<file path="src/mmnh_pkg.sv">
`timescale 1ns / 1ps
// Package for the min-max normalized histogram block.
// Holds sizes, widths, command codes and the divider request/response types; no dependencies.
package mmnh_pkg;
  localparam int unsigned MaxSamples = 262144;
  localparam int unsigned AddrW      = 18;
  localparam int unsigned TotW       = 19;
  localparam int unsigned MaxBins    = 256;
  localparam int unsigned BinW       = 8;
  localparam int unsigned SampleW    = 16;
  localparam int unsigned CountW     = 19;
  localparam int unsigned CfgW       = 9;
  localparam int unsigned NumW       = SampleW + BinW;
  localparam int unsigned DivCntW    = $clog2(NumW + 1);

  localparam logic CmdLoad = 1'b0;
  localparam logic CmdRead = 1'b1;

  typedef struct packed {
    logic                start;
    logic [NumW-1:0]     num;
    logic [SampleW-1:0]  den;
  } div_req_t;

  typedef struct packed {
    logic                done;
    logic [NumW-1:0]     quot;
  } div_rsp_t;
endpackage

</file>
<file path="src/mmnh_div.sv">
`timescale 1ns / 1ps
// Restoring divider, one quotient bit per cycle.
// Depends on mmnh_pkg.
module mmnh_div (
  input  logic               clk_i,
  input  logic               rst_ni,
  input  mmnh_pkg::div_req_t req_i,
  output mmnh_pkg::div_rsp_t rsp_o
);
  import mmnh_pkg::*;

  logic               busy_q;
  logic               done_q;
  logic [DivCntW-1:0] cnt_q;
  logic [SampleW-1:0] rem_q;
  logic [SampleW-1:0] den_q;
  logic [NumW-1:0]    num_q;
  logic [SampleW:0]   trial;
  logic               ge;

  assign trial = {rem_q, num_q[NumW-1]};
  assign ge    = trial >= {1'b0, den_q};

  always_ff @(posedge clk_i or negedge rst_ni) begin
    if (!rst_ni) begin
      busy_q <= 1'b0;
      done_q <= 1'b0;
      cnt_q  <= '0;
    end else begin
      done_q <= 1'b0;
      if (req_i.start) begin
        busy_q <= 1'b1;
        cnt_q  <= DivCntW'(NumW);
        rem_q  <= '0;
        num_q  <= req_i.num;
        den_q  <= req_i.den;
      end else if (busy_q) begin
        rem_q <= ge ? SampleW'(trial - {1'b0, den_q}) : trial[SampleW-1:0];
        num_q <= {num_q[NumW-2:0], ge};
        cnt_q <= cnt_q - 1'b1;
        if (cnt_q == DivCntW'(1)) begin
          busy_q <= 1'b0;
          done_q <= 1'b1;
        end
      end
    end
  end

  assign rsp_o.done = done_q;
  assign rsp_o.quot = num_q;
endmodule

</file>
<file path="config.mk">
export PLATFORM = sky130hd
export DESIGN_NAME = mmnh_div
export DESIGN_NICKNAME = d
export VERILOG_FILES = /design/src/mmnh_pkg.sv /design/src/mmnh_div.sv
export SDC_FILE = /design/constraint.sdc
export NUM_CORES = 1
export LEC_CHECK = 0
export BUFFER_PORTS_ARGS = -buffer_cell sky130_fd_sc_hd__buf_2
export CAP_MARGIN = 0
export CORE_MARGIN = 1.5
export CORE_UTILIZATION = 30
export DETAILED_ROUTE_END_ITERATION = 10
export PLACE_DENSITY_LB_ADDON = 0.05
export SLEW_MARGIN = 20
export SYNTH_ARGS = -nofsm -noshare
export SYNTH_HDL_FRONTEND = slang
export SYNTH_SLANG_ARGS = --single-unit
</file>
<file path="constraint.sdc">
create_clock -name clk_i -period 3.1 [get_ports clk_i]
set_clock_uncertainty 0.05 [all_clocks]
set_input_delay 0.31 -clock clk_i [delete_from_list [all_inputs] [get_ports clk_i]]
set_output_delay 0.31 -clock clk_i [all_outputs]
set_load 0.02 [all_outputs]
</file>
## Yosys cells after proc, flatten, opt, wreduce, memory -nomap -nowiden

Index checks and enable logic that the tools add are counted.

- Add/subtract/negate cells: 2
- Multipliers: 0
- Shift operators: 0
- Multiplexer cells: 12
- Eq/ne operators: 1
- Order comparisons: 1
- Reduce and logical (&&, ||, !) cells: 3
- Bitwise logic cells: 0
- Div/mod/pow operators: 0

Operator list:

| cell | number |
|---|---|
| 2-to-1 mux 24 bit | 2 |
| 2-to-1 mux 16 bit | 2 |
| greater-or-equal comparator 17 x 16 -> 1 bit | 1 |
| subtractor 16 bit | 1 |
| 2-to-1 mux 5 bit | 2 |
| 2-to-1 mux 1 bit | 6 |
| == test 5 x 1 -> 1 bit (second input constant) | 1 |
| subtractor 5 x 1 -> 5 bit (second input constant) | 1 |
| AND reduction 2 bit | 2 |
| nonzero test 2 bit | 1 |

- Input bits: 43
- Flip-flop bits (word level): 63
- ROM bits: 0
- Logic and storage cells: 25
- Memory bits (writable): 0
- Latch bits: 0
- Memories kept: 0

## Longest topological paths before layout

- Word-level depth: 4
- Depth in mapped cells: 10
- Gate-level depth less buffers: 10

## Worst setup path before layout

OpenSTA, ideal clock, no wires.

- Path type: register to register
- Start point: register rem_q[8]
- End point: register rem_q[14] (data pin)
- Arrival time: 2.193 ns
- Period minus slack after synthesis: 2.515 ns
- Setup time: 0.272 ns
- Data required time: 2.778 ns
- Slack: 0.585 ns
- Path buffers: 2
- Cell stages (with the launch flop): 10
- Cell sequence: edfxtp_1 -> ha_1 -> clkbuf_2 -> nand4_2 -> or3_1 -> o21a_4 -> o21ai_4 -> buf_8 -> mux2i_1 -> a211oi_1

- Longest elaborated chain between the ends: 3
- Elaborated cells on any way between the ends: 4
- Classes of those cells: add/sub (1); order compare (1); mux (2)

Ends and longest elaborated chain:

| what | RTL line | RTL |
|---|---|---|
| start, declared | mmnh_div.sv:15 | `logic [SampleW-1:0] rem_q;` |
| start signal, assigned | mmnh_div.sv:38 | `rem_q <= ge ? SampleW'(trial - {1'b0, den_q}) : trial[SampleW-1:0];` |
| subtractor 16 bit / greater-or-equal comparator 17 x 16 -> 1 bit (equally long branches) | mmnh_div.sv:38, mmnh_div.sv:22 |  |
| 2-to-1 mux 16 bit (*) | mmnh_div.sv:38 |  |
| 2-to-1 mux 16 bit (*) | mmnh_div.sv:37 | `end else if (busy_q) begin` |

Mark *: on every way between the ends. The rest lies on a longest branch, timed or not.
A chain may end at the register's enable or synchronous reset.

## Worst setup path after layout

- Start point: register rem_q[10]
- End point: register rem_q[10] (data pin)

- Longest elaborated chain between the ends: 3

Ends and longest elaborated chain:

| what | RTL line | RTL |
|---|---|---|
| greater-or-equal comparator 17 x 16 -> 1 bit | mmnh_div.sv:22 | `assign ge = trial >= {1'b0, den_q};` |
| 2-to-1 mux 16 bit | mmnh_div.sv:38 |  |
| 2-to-1 mux 16 bit (*) | mmnh_div.sv:37 |  |

Marks and branches as above.

==> impl_results.md <==
* Final antenna-violating net count at 0
* I/O pin cnt at slightly below 70
* Die H at 113 µm
* R2r setup slk at 370 ps
* Largest net degree at the start of global routing at 38
* Post-synth EDFFs at between 50 and 60
* Levels on crit path at 8
* Syn nets at 374
* Final nets at between 400 and 500
* Postcts setup bufs at 0
* Slowest cell on the critical path: ha_1
* Initial Utilization at 30.6%
* Setup Total Neg Slack at 0 ps
* Final core occ at 37.4%
* Clock slew at reported path FFs at about 60 ps
* Row count at 40
* Seq/Total Area, Yosys at roughly 51%
* CP endpoint kind: flop
* Synth Area per Inst at 11.7 µm²
* Number of diodes at 0
* Hold Buf Count CTS at 0
* Minimum clock period at 2730 ps
* Depth of the CTS H-tree at 3
* Max-cap violations at 0
* Worst-Skew Late Latency at 340 ps
* Avg WL per Cell at 14.9 µm
* Final setup fails at 0
* Post-synth top flop: edfxtp_1
* Layout Area Growth over Synthesis at 22.2%
* Initial antenna violation count at 0
* Max Clock Freq at 0.367 GHz
* Beginning of the critical path: rem_q[10]
* R2R Path Start: rem_q[10]
* Fin. Hold Viols at 0
* Worst slew pin tran at 544 ps
* CP arrival at 2740 ps
* Vias in the first global route at 2481
* Die W at approximately 110 µm
* Commonest non-fill, non-tap cell in the layout: buf_2
* Worst r2r path cells at 8
* Max incr delay on CP at 470 ps
* Final Cycle Share at about 88%
* Tot GR Track Use at 13.5%
* Critical-path maximum fanout at 8
* Global-route wire length before repair at 13.1 mm
* #FFs+latches synth at 63
* Root Buffer: clkbuf_16
* R2r endpoint: rem_q[10]
* DIE AREA at 12900 µm²
* Input/output buffers at 67
* Longest Clk Path Bufs at 2
* CTS tree: built
* Syn Std Cell Area at 3660 µm²
* Vias at 2502
* DR iter-0 viols at 107
* Fin. max-slew vios at 0
* Gp weighted congestion at 0.729
* Core area at 12000 µm²
* CTS buffer count at 9
* Pre-antenna DRT Iters at 4
* Startpoint Class: flop
* Post-synth ARST share at 11.1%
* Grt total ovfl at 0
* Layout cell share with drive strength beyond 1 at 31.9%
* Total number of yosys warnings at 0
* Final wirelength at 8.00 mm
* Mapped Cells at 312
* Relative slew slack at 63.8%
* Worst Setup EP: rem_q[10]
* Remaining DRCs at 0
* Critical Path RT at 3120 ps
* Vias per cell at 4.67
* Final Non-Filler Cells at 536
* Status: finished clean
* Power per Cell Area at 669 nW/µm²
* WP buf/inv at 1
* Most frequent cells in the layout: buf_2, edfxtp_1, nor2_1, mux2_2, nand2_1
* Critical path type: reg2reg
* Resize count post-CTS at 0
* CP top delay family: simple AND/OR/NAND/NOR gates
* CTS Sinks at 63
* HPWL after detailed placement at 5.60 mm
* Unrepaired setup endpoints after global routing: no
* Inst Count DP at 520
* CP Cell Sequence: ha_1 -> nand4_2 -> or3_1 -> o21a_4 -> o21ai_4 -> buf_4 -> mux2i_1 -> a211oi_1
* Unique cell type count in the Yosys netlist at 47
* VDD IR max at 0.264 mV
* Min-Delay Path Class: in2async
* Lkg Pwr at 1.88 nW
-- cells by family (layout without fill, tap and decap cells) --
group	count (synthesis)	in the layout	share of synthesized area (%)
AND/OR/NAND/NOR	84	84	10.9
flip-flops	63	63	50.7
AO/OA/AOI/OAI	62	62	12.5
buffers and inverters	35	112	5.44
multiplexers	33	33	9.88
adder cells (fa/ha/maj)	19	19	6.70
XOR/XNOR	16	16	3.83
-- per-stage QoR --
| stage | hold WS (ps) | worst slack (ps) | instance area, µm² | power [mW] |
|---|---|---|---|---|
| CTS | 42.5 | 330 | 4470 | 3.04 |
| global placement | 411 | 348 | 4130 | 1.84 |
| finish | 46.0 | 374 | 4470 | 2.99 |
| floorplan | -35.6 | 585 | 3660 | 1.65 |
| detailed placement | 407 | 380 | 4130 | 1.83 |
| global route | 60.7 | 139 | 4470 | 3.16 |
-- registers in the layout (all words and copies together), names as in the netlist --
signal,cells
busy_q,1
cnt_q,5
den_q,16
done_q,1
num_q,24
rem_q,16
-- report_power, final --
group / leakage, nW / internal (mW) / switching, mW
logic: 1.08 / 0.331 / 0.397
registers: 0.628 / 1.03 / 0.0521
clock network: 0.170 / 0.787 / 0.392
total: 1.88 / 2.15 / 0.841
-- layout make-up --
cell class | count | area, µm²
inverter | 20 | 75.1
sequential | 63 | 1860
fill | 1198 | 7490
clock inverter | 7 | 121
timing repair buffer | 76 | 403
multi-input combinational | 214 | 1610
clock buffer | 9 | 225
tap | 147 | 184
-- cell usage after synthesis, types with 4 or more instances --
master	instances	area, µm²
edfxtp_1	56	1680
nor2_1	30	113
mux2_2	25	282
nand2_1	22	82.6
inv_1	20	75.1
ha_1	18	225
a21oi_1	14	70.1
nand2b_1	13	81.3
xnor2_1	11	96.3
a211oi_1	9	67.6
mux2i_1	8	80.1
a311oi_1	7	61.3
dfrtp_1	7	175
o21a_1	7	52.6
o21ai_0	7	35.0
buf_6	6	67.6
xor2_1	5	43.8
a21o_1	4	30.0
nand3_1	4	20.0
-- worst min path at each step --
| stage | from | endpoint | slack, ps | cells past startpoint |
|---|---|---|---|---|
| 5_1_grt | rst_ni | cnt_q[1] | 60 | 2 |
| 4_1_cts | rst_ni | cnt_q[1] | 40 | 2 |
| 3_5_place_dp | rst_ni | done_q | 410 | 2 |
| 6_report | rst_ni | cnt_q[3] | 50 | 2 |
| 3_3_place_gp | rst_ni | cnt_q[4] | 410 | 2 |
| 2_1_floorplan | rst_ni | busy_q | -40 | 0 |
-- metal layers --
| metal | routed length (µm) | up-vias | track usage [%] | part of all wire (%) |
|---|---|---|---|---|
| li1 | - | 1284 | - | - |
| met1 | 4100 | 1169 | 18.8 | 51 |
| met2 | 3440 | 39 | 19.5 | 43 |
| met3 | 357 | 10 | 5.26 | 4.5 |
| met4 | 103 | 0 | 4.00 | 1.3 |
| met5 | 0 | - | 0 | 0 |
Note: power is estimated with default switching activity, not from simulation.
